### config.mk
export PLATFORM = sky130hd
export DESIGN_NAME = bpa_ctrl
export DESIGN_NICKNAME = d
export VERILOG_FILES = /design/src/bpa_pkg.sv /design/src/bpa_ctrl.sv
export SDC_FILE = /design/constraint.sdc
export NUM_CORES = 1
export LEC_CHECK = 0
export BUFFER_PORTS_ARGS = -buffer_cell sky130_fd_sc_hd__buf_4
export CAP_MARGIN = 40
export CORE_AREA = 2 2 42 44
export DETAILED_ROUTE_END_ITERATION = 6
export DIE_AREA = 0 0 44 46
export GPL_TIMING_DRIVEN = 0
export PLACE_DENSITY_LB_ADDON = 0.15
export RECOVER_POWER = 100
export SLEW_MARGIN = 10
export SYNTH_ARGS = -nofsm -noshare
export SYNTH_HDL_FRONTEND = slang
export SYNTH_SLANG_ARGS = --single-unit
### constraint.sdc
create_clock -name clk_i -period 3.4 [get_ports clk_i]
set_input_delay 0.51 -clock clk_i [delete_from_list [all_inputs] [get_ports clk_i]]
set_output_delay 0.51 -clock clk_i [all_outputs]
set_load 0.005 [all_outputs]
### src/bpa_pkg.sv
package bpa_pkg;

  // Pool geometry
  localparam int PAGES      = 1024;
  localparam int PG_W       = 10;
  localparam int MAX_ORDER  = 8;
  localparam int NLISTS     = MAX_ORDER + 1;
  localparam int LVL_W      = 4;
  localparam int OM_W       = 5;
  localparam int PAGE_BITS  = 12;
  localparam int ADDR_W     = 64;
  localparam int BYTES_W    = 32;
  localparam int TOP_PAGES  = 1 << MAX_ORDER;
  localparam int TOP_BLOCKS = PAGES / TOP_PAGES;
  localparam logic [PG_W-1:0] LAST_HEAD = PG_W'((TOP_BLOCKS - 1) * TOP_PAGES);
  localparam logic [OM_W-1:0] ORDER_NONE = 5'd31;

  // Result status codes
  localparam int ST_W = 3;
  localparam logic [ST_W-1:0] ST_OK           = 3'd0;
  localparam logic [ST_W-1:0] ST_BAD_SIZE     = 3'd1;
  localparam logic [ST_W-1:0] ST_NO_BLOCK     = 3'd2;
  localparam logic [ST_W-1:0] ST_NULL_ADDR    = 3'd3;
  localparam logic [ST_W-1:0] ST_OUTSIDE      = 3'd4;
  localparam logic [ST_W-1:0] ST_ALREADY_FREE = 3'd5;

  // Datapath operations
  localparam int OP_W = 4;
  localparam logic [OP_W-1:0] OP_NOP   = 4'd0;
  localparam logic [OP_W-1:0] OP_INIT  = 4'd1;
  localparam logic [OP_W-1:0] OP_LOAD  = 4'd2;
  localparam logic [OP_W-1:0] OP_AFIND = 4'd3;
  localparam logic [OP_W-1:0] OP_ATAKE = 4'd4;
  localparam logic [OP_W-1:0] OP_PUSHA = 4'd5;
  localparam logic [OP_W-1:0] OP_PUSHB = 4'd6;
  localparam logic [OP_W-1:0] OP_FCHK  = 4'd7;
  localparam logic [OP_W-1:0] OP_FCLR  = 4'd8;
  localparam logic [OP_W-1:0] OP_FRD   = 4'd9;
  localparam logic [OP_W-1:0] OP_FTEST = 4'd10;
  localparam logic [OP_W-1:0] OP_FMRG  = 4'd11;
  localparam logic [OP_W-1:0] OP_EMIT  = 4'd12;

  typedef struct packed {
    logic [OP_W-1:0] op;
  } bpa_cmd_t;

  typedef struct packed {
    logic err;
    logic need_split;
    logic more;
    logic at_top;
    logic merge_ok;
    logic init_last;
  } bpa_stat_t;

endpackage

### src/bpa_ctrl.sv
module bpa_ctrl import bpa_pkg::*; (
  input  logic      clk_i,
  input  logic      rst_ni,
  input  logic      start_i,
  input  logic      req_type_i,
  input  bpa_stat_t stat_i,
  output bpa_cmd_t  cmd_o,
  output logic      busy_o
);

  localparam logic [3:0] S_INIT  = 4'd0;
  localparam logic [3:0] S_IDLE  = 4'd1;
  localparam logic [3:0] S_AFIND = 4'd2;
  localparam logic [3:0] S_ATAKE = 4'd3;
  localparam logic [3:0] S_PUSHA = 4'd4;
  localparam logic [3:0] S_PUSHB = 4'd5;
  localparam logic [3:0] S_FCHK  = 4'd6;
  localparam logic [3:0] S_FCLR  = 4'd7;
  localparam logic [3:0] S_FRD   = 4'd8;
  localparam logic [3:0] S_FTEST = 4'd9;
  localparam logic [3:0] S_FMRG  = 4'd10;
  localparam logic [3:0] S_EMIT  = 4'd11;

  logic [3:0] state_q, state_d;

  // Next state and datapath operation
  always_comb begin
    state_d = state_q;
    cmd_o.op = OP_NOP;
    unique case (state_q)
      S_INIT: begin
        cmd_o.op = OP_INIT;
        if (stat_i.init_last) state_d = S_IDLE;
      end
      S_IDLE: begin
        if (start_i) begin
          cmd_o.op = OP_LOAD;
          state_d = req_type_i ? S_FCHK : S_AFIND;
        end
      end
      S_AFIND: begin
        cmd_o.op = OP_AFIND;
        state_d = stat_i.err ? S_IDLE : S_ATAKE;
      end
      S_ATAKE: begin
        cmd_o.op = OP_ATAKE;
        state_d = stat_i.need_split ? S_PUSHA : S_EMIT;
      end
      S_PUSHA: begin
        cmd_o.op = OP_PUSHA;
        state_d = S_PUSHB;
      end
      S_PUSHB: begin
        cmd_o.op = OP_PUSHB;
        state_d = stat_i.more ? S_PUSHA : S_EMIT;
      end
      S_FCHK: begin
        cmd_o.op = OP_FCHK;
        state_d = stat_i.err ? S_IDLE : S_FCLR;
      end
      S_FCLR: begin
        cmd_o.op = OP_FCLR;
        state_d = stat_i.err ? S_IDLE : S_FRD;
      end
      S_FRD: begin
        cmd_o.op = OP_FRD;
        state_d = stat_i.at_top ? S_PUSHA : S_FTEST;
      end
      S_FTEST: begin
        cmd_o.op = OP_FTEST;
        state_d = stat_i.merge_ok ? S_FMRG : S_PUSHA;
      end
      S_FMRG: begin
        cmd_o.op = OP_FMRG;
        state_d = S_FRD;
      end
      S_EMIT: begin
        cmd_o.op = OP_EMIT;
        state_d = S_IDLE;
      end
      default: state_d = S_IDLE;
    endcase
  end

  always_ff @(posedge clk_i or negedge rst_ni) begin
    if (!rst_ni) state_q <= S_INIT;
    else state_q <= state_d;
  end

  assign busy_o = (state_q != S_IDLE);

endmodule

# Word-level counts from Yosys, hierarchy flattened

Cells that the tools add are included.

Equal/unequal tests: 14
Reduce and logical (&&, ||, !) cells: 2
Mux-type cells: 13

Operators by type and width:

| kind                                                 | count |
|---|---|
| one-hot mux 4 bit (12 select lines)                  | 1 |
| one-hot mux 4 bit (11 select lines)                  | 1 |
| 2-to-1 mux 4 bit                                     | 7 |
| equality test 4 x 3 -> 1 bit (second input constant) | 4 |
| equality test 4 bit (second input constant)          | 4 |
| equality test 4 x 2 -> 1 bit (second input constant) | 2 |
| 2-to-1 mux 3 bit                                     | 2 |
| equality test 4 x 1 -> 1 bit (second input constant) | 1 |
| logical NOT 4 bit                                    | 1 |
| 2-to-1 mux 2 bit                                     | 2 |
| != test 2 bit (second input constant)                | 2 |
| != test 4 x 1 -> 1 bit (second input constant)       | 1 |
| AND reduction 2 bit                                  | 1 |

Logic and storage cells: 30
Output and inout port bits: 5
Input port bits: 10
Register bits: 4

# Logic depth before layout (Yosys ltp)

Gate-level depths: netlist of run 1.

Word-level depth: 3
Gate-level depth with buffers: 5
Mapped depth without buffers: 4

# Worst setup path after synthesis of run 1

OpenSTA, ideal clock, no wires.

Path type: register -> output
Start: register state_q[2]
End: output port cmd_o[1] (netlist bit)
Required time: 2.890 ns
Data arrival time: 1.020 ns
Slack: 1.870 ns
Path buffers: 1
Stages on the path, launching flop included: 5
Path through: dfrtp_1 buf_4 or2_1 o21bai_1 a221oi_2

RTL lines:

| item                     | RTL line       | text |
|---|---|---|
| start: declaration       | bpa_ctrl.sv:24 | `logic [3:0] state_q, state_d;` |
| start signal: assignment | bpa_ctrl.sv:87 | `else state_q <= state_d;` |
| end: declaration         | bpa_ctrl.sv:7  | `output bpa_cmd_t cmd_o,` |

==> results of run 1 <==
[cell usage after synthesis, types with 2 or more instances]
library cell  instances  area [um^2]
nand2b_1              3         18.8
buf_4                 2         15.0
nor2b_1               3         18.8
o21ai_0               5         25.0
buf_6                 2         22.5
a31oi_1               5         31.3
a21oi_1               5         25.0
nor2_1                4         15.0
nand2_1               4         15.0
dfrtp_1               4          100
[kinds of logic after synthesis]
logic type / synth area share, %
buffers and inverters: 10.3
muxes: 2.23
AOI/OAI and AO/OA: 29.2
and+or+nand+nor: 35.9
DFF: 22.3
[worst min-delay path by stage]
| stage | to | slack [ns] | cells past startpoint |
|---|---|---|---|
| after floorplan | state_q[0] | 0.21 | 0 |
| after global placement | state_q[0] | 0.31 | 1 |
| after detailed placement | state_q[0] | 0.31 | 1 |
| after CTS | state_q[0] | 0.06 | 1 |
| after global routing | state_q[0] | 0.1 | 1 |
| final | state_q[0] | 0.11 | 1 |
[critical path, cell delays in order (launching register included)]
cell      delay, ns
dfrtp_1        0.41
clkbuf_1       0.36
or2_0          0.20
o21bai_1       0.08
a221oi_2       0.23
buf_4          0.14
[cell type report]
cell class,instances,area share [%]
buffer,5,6.57
clock buffer,3,3.81
multi-input combinational,48,51.3
timing repair buffer,14,17.2
sequential,4,16.9
inverter,1,0.636
tap,17,3.60
[stage by stage]
stage | util, % | instance area [um^2] | hold slack (ns) | cells | total power [uW]
finish | 36.6 | 591 | 0.105 | 92 | 440
global route | 36.6 | 591 | 0.0956 | 92 | 486
CTS | 37.1 | 598 | 0.0552 | 92 | 452
detailed placement | 35.7 | 576 | 0.309 | 89 | 390
global placement | 35.7 | 576 | 0.307 | 89 | 394
floorplan | - | 449 | 0.214 | 58 | 291
[report_power, final]
group	switching, uW	total, uW	internal, uW
logic	148	295	147
registers	20.6	85.7	65.1
clock network	19.0	58.4	39.4
[routing by layer]
metal | wire (um) | track usage, % | vias up
li1 | - | - | 249
met1 | 545 | 15.2 | 212
met2 | 531 | 19.4 | 18
met3 | 72 | 5.16 | 0
met4 | 0 | 1.82 | 0
met5 | 0 | 0 | -
==> impl_metrics.py, run 1 <==
metrics = {
    "cts": {
        "path_clk_slew_ns": 0.04,
        "clock-sinks": 4,
        "cts_tree": "yes",
        "cts_buffers": 3,
        "hold_buffers": 0,
        "root_buffer": "clkbuf_4",
        "htreeDepth": 1,
        "cts_setup_buffers": 0,
        "max-clock-path-buffers": 2,
        "insertion_delay_ns": 0.24,
        "cts-resized-gates": 0,
    },
    "timing": {
        "tightestPinTransition_ns": 0.407,
        "tns_ns": 0,
        "grt_setup_unrepaired": "no",
        "fin_crit_ns": 2.16,
        "hold_viol_final": 0,
        "max_freq_mhz": 463,
        "maxSlewHeadroom_pct": 72.8,
        "fin_ws_ns": 1.24,
        "skew_ns": 0.00506,
        "setup_violations": 0,
        "fin_crit_sh_pct": 63.5,
        "maxSlewViolCount": 0,
    },
    "layout": {
        "regArea_um2": 100,
        "layout_common_cells": "buf_4 (12), o21ai_0 (6), a21oi_1 (5), a31oi_1 (5), clkbuf_4 (5)",
        "nNetsFinal": 87,
        "largest_register_ffs": 4,
        "fillers": 184,
        "multi_input_area_um2": 303,
        "area_growth_pct": 31.5,
        "drive_above_1_share_pct": 29.3,
        "n_antenna_cell": 0,
        "reg.largest.list": "state_q (4)",
        "final_common_cell": "buf_4",
        "regMostFlops": "state_q",
    },
    "yosys": {
        "synth_nets": 68,
        "ys.warnings.count": 0,
        "synth-edff-count": 0,
        "synth_cells": 58,
        "seq_area_frac_synth_pct": 22.3,
        "synth_area_um2": 449,
        "synthFlopType": "dfrtp_1",
        "synthArstFlopShare_pct": 100,
        "ys_types": 31,
        "ys_ff_latch": 4,
        "syn_avg_cell_area_um2": 7.74,
    },
    "global_routing": {
        "grt_max_degree": 11,
        "grt_usage_pct": 12.0,
        "overflow": 0,
        "grt_pass1_wl_um": 1770,
        "antenna_found_initial": 0,
        "grt_pass1_vias": 425,
    },
    "floorplan": {
        "core_um2": 1610,
        "die_w_um": 44,
        "initial_utilization_pct": 27.8,
        "dieHeight_um": 46,
        "placementRows": 15,
        "dieArea_um2": 2020,
        "ioPinCount": 15,
    },
    "critical_path": {
        "cp_data_arrival_time_ns": 1.65,
        "path_class": "flop to output pin",
        "worstReg2RegStart": "state_q[2]",
        "critPathLaunch": "state_q[2]",
        "critPathCapture": "cmd_o[1]",
        "ff2ff_setup_slack_ns": 1.95,
        "critPathRequiredTime_ns": 2.89,
        "start_kind": "flop",
        "worst-path-max-fanout": 10,
        "rr_worst_depth": 5,
        "end_kind": "output pin",
        "r2r_end": "state_q[2]",
    },
    "detailed_routing": {
        "routed-via-count": 479,
        "drt_iter0_drc": 16,
        "routed_wl_um": 1150,
        "drc": 0,
        "ant_nets": 0,
        "drt-wirelength-per-cell_um": 12.5,
        "viasPerCell": 5.21,
        "drt-pass1-iter-count": 4,
    },
    "placement": {
        "place.gp.congestion": 0.721,
        "port_buffers": 14,
        "pre_cts_slack_ns": 1.68,
    },
    "power": {
        "power.density_nw_per_um2": 744,
        "power_leakage_uw": 0.000246,
        "peakVddDrop_v": 0.000237,
    },
    "min_path": {
        "worstHoldPathType": "primary input to asynchronous set/reset pin",
    },
    "job": {
        "maxCapViolCount": 0,
    },
    "outcome": {
        "status": "finished clean",
    },
}
(Power assumes the default switching activity.)
==> run 2, diff against run 1 <==
--- a/config.mk
+++ b/config.mk
@@ -5,6 +5,7 @@
 export SDC_FILE = /design/constraint.sdc
 export NUM_CORES = 1
 export LEC_CHECK = 0
+export ABC_AREA = 1
 export BUFFER_PORTS_ARGS = -buffer_cell sky130_fd_sc_hd__buf_4
 export CAP_MARGIN = 40
 export CORE_AREA = 2 2 42 44
==> constraint.sdc (replaced) <==
create_clock -name clk_i -period 1.8 [get_ports clk_i]
set_input_delay 0.27 -clock clk_i [delete_from_list [all_inputs] [get_ports clk_i]]
set_output_delay 0.27 -clock clk_i [all_outputs]
set_load 0.005 [all_outputs]
==> impl_metrics.py, run 2 <==
metrics = {
    "timing": {
        "hold_viol_final": 0,
        "maxSlewHeadroom_pct": 78.7,
        "tns_ns": 0,
        "maxSlewViolCount": 0,
        "skew_ns": 0.00193,
        "fin_crit_ns": 1.63,
        "tightestPinTransition_ns": 0.319,
        "setup_violations": 0,
        "max_freq_mhz": 614,
        "fin_crit_sh_pct": 90.5,
        "grt_setup_unrepaired": "no",
    },
    "critical_path": {
        "cp_data_arrival_time_ns": 1.36,
        "start_kind": "flop",
        "end_kind": "output pin",
        "slowest_delay_ns": 0.49,
        "critPathRequiredTime_ns": 1.53,
        "crit_chain": "inv_2, nor2_2, nand2_1, o21ai_0, buf_4",
        "worst-path-max-fanout": 7,
        "path_class": "flop to output pin",
        "cpMaxStageDelayCell": "dfrtp_1",
    },
    "detailed_routing": {
        "drt-wirelength-per-cell_um": 10.1,
        "drt-pass1-iter-count": 4,
        "drc": 0,
        "routed_wl_um": 1110,
        "routed-via-count": 508,
        "viasPerCell": 4.62,
        "drt_iter0_drc": 5,
        "ant_nets": 0,
    },
    "yosys": {
        "synth_nets": 85,
        "yosysTopAreaCell": "dfrtp_1",
        "synthArstFlopShare_pct": 100,
        "synth_most_common_cell": "nand2_1",
        "synth-edff-count": 0,
        "ys_types": 17,
        "ys_top_cells_by_area": "dfrtp_1 (23%), nand2_1 (22%), nor2_1 (7.8%)",
        "seq_area_frac_synth_pct": 23.0,
        "ys.warnings.count": 0,
        "synth_area_um2": 435,
        "syn_avg_cell_area_um2": 5.81,
        "synth_cells": 75,
        "synth_commonest_cells": "nand2_1 (25), nor2_1 (9), inv_1 (8)",
        "synthFlopType": "dfrtp_1",
        "ys_ff_latch": 4,
        "post-synth-top-area-fraction_pct": 23.0,
    },
    "placement": {
        "dpl_cell_area_um2": 562,
        "port_buffers": 14,
        "post-dp-hpwl_um": 915,
        "place_inst": 106,
        "place.gp.congestion": 0.801,
    },
    "global_routing": {
        "antenna_found_initial": 0,
        "grt_usage_pct": 11.6,
        "overflow": 0,
        "grt_pass1_wl_um": 1720,
        "grt_pass1_vias": 420,
        "grt_max_degree": 8,
    },
    "layout": {
        "final_cells": 110,
        "drive_above_1_share_pct": 32.3,
        "final_core_util_pct": 36.3,
        "area_growth_pct": 34.5,
        "layout_common_cells": "nand2_1 (25), buf_4 (11), nor2_1 (9), inv_1 (8)",
        "regMostFlops": "state_q",
        "largest_register_ffs": 4,
        "final_cell_area_um2": 586,
        "nNetsFinal": 105,
        "n_antenna_cell": 0,
        "final_common_cell": "nand2_1",
        "reg.largest.list": "state_q (4)",
    },
    "outcome": {
        "status": "finished clean",
    },
    "power": {
        "power_leakage_uw": 0.000330,
        "peakVddDrop_v": 0.000558,
        "p_total_uw": 935,
        "power.density_nw_per_um2": 1600,
    },
    "job": {
        "maxCapViolCount": 0,
    },
    "cts": {
        "root_buffer": "clkbuf_4",
        "insertion_delay_ns": 0.23,
        "htreeDepth": 1,
        "path_clk_slew_ns": 0.04,
        "max-clock-path-buffers": 2,
        "cts_buffers": 3,
        "cts-resized-gates": 0,
        "cts_tree": "yes",
        "clock-sinks": 4,
    },
    "floorplan": {
        "initial_utilization_pct": 27.0,
        "core_um2": 1610,
        "ioPinCount": 15,
        "placementRows": 15,
        "dieHeight_um": 46,
        "dieArea_um2": 2020,
        "die_w_um": 44,
    },
    "min_path": {
        "worstHoldPathType": "primary input to flop",
    },
}
==> run 2: cell types whose count changed in the layout (fill, tap and decap cells not counted), moves of 2 or more <==
cell / change
nor2_1: +5
o21ai_0: -5
nand3_1: +5
nand3_2: +2
inv_2: +4
nor2_2: +5
nand2b_1: -3
a31oi_1: -5
nor2b_1: -3
nand2_1: +21
nand2_2: +2
buf_6: -2
inv_1: +7
==> run 2: metrics by stage <==
step / hold slack (ns) / setup WS (ns)
3_3_place_gp: 0.0660 / 0.440
4_1_cts: 0.314 / 0.226
5_1_grt: 0.322 / 0.0770
6_report: 0.320 / 0.171
3_5_place_dp: 0.0676 / 0.447
2_1_floorplan: -0.0256 / 0.592
==> run 2: final timing paths <==
path	startpoint	endpoint	slack, ns	depth (start not counted)
worst max-delay path	state_q[2]	cmd_o[2]	0.17	5
worst min-delay path	stat_i[1]	state_q[3]	0.32	3
worst max register to register	state_q[0]	state_q[0]	0.44	7
worst min register to register	state_q[1]	state_q[0]	0.81	5
max in group asynchronous	rst_ni	state_q[0]	1.22	2
min in group asynchronous	rst_ni	state_q[2]	0.40	2
==> run 2: what timing repair did <==
action                     CTS  global route
buffers inserted             0             0
setup endpoints to repair    0             0
hold buffers                 1             0
hold endpoints to repair     4             0
==> run 2: logic make-up after synthesis <==
family                 synth area share (%)
AND/OR/NAND/NOR                        59.2
flip-flops                             23.0
buffers and inverters                  10.3
AO/OA/AOI/OAI                          7.47
==> run 2: layer usage <==
metal / vias to the layer above / wire length (um) / track usage, %
met5: - / 0 / 0
met2: 8 / 534 / 20.0
met4: 0 / 0 / 0
met3: 0 / 40 / 4.76
li1: 276 / - / -
met1: 224 / 538 / 14.3
==> run 2: critical path: cells and delay by family, from the launching register on <==
kind            cells  cell delay [ns]
compound gates      1             0.08
flops               1             0.49
simple gates        2             0.35
buf+inv             2             0.21
==> run 2: power breakdown <==
group          switching, uW  leakage, uW  internal, uW
Sequential              83.5    0.0000513           133
Clock                   33.9    0.0000138          74.4
Combinational            353     0.000265           257
==> run 2: area by class of cell <==
class	instances	area, um^2
sequential	4	100
clock buffer	3	22.5
tap	17	21.3
timing repair buffer	15	111
multi-input combinational	59	285
fill	192	1030
inverter	12	45.0
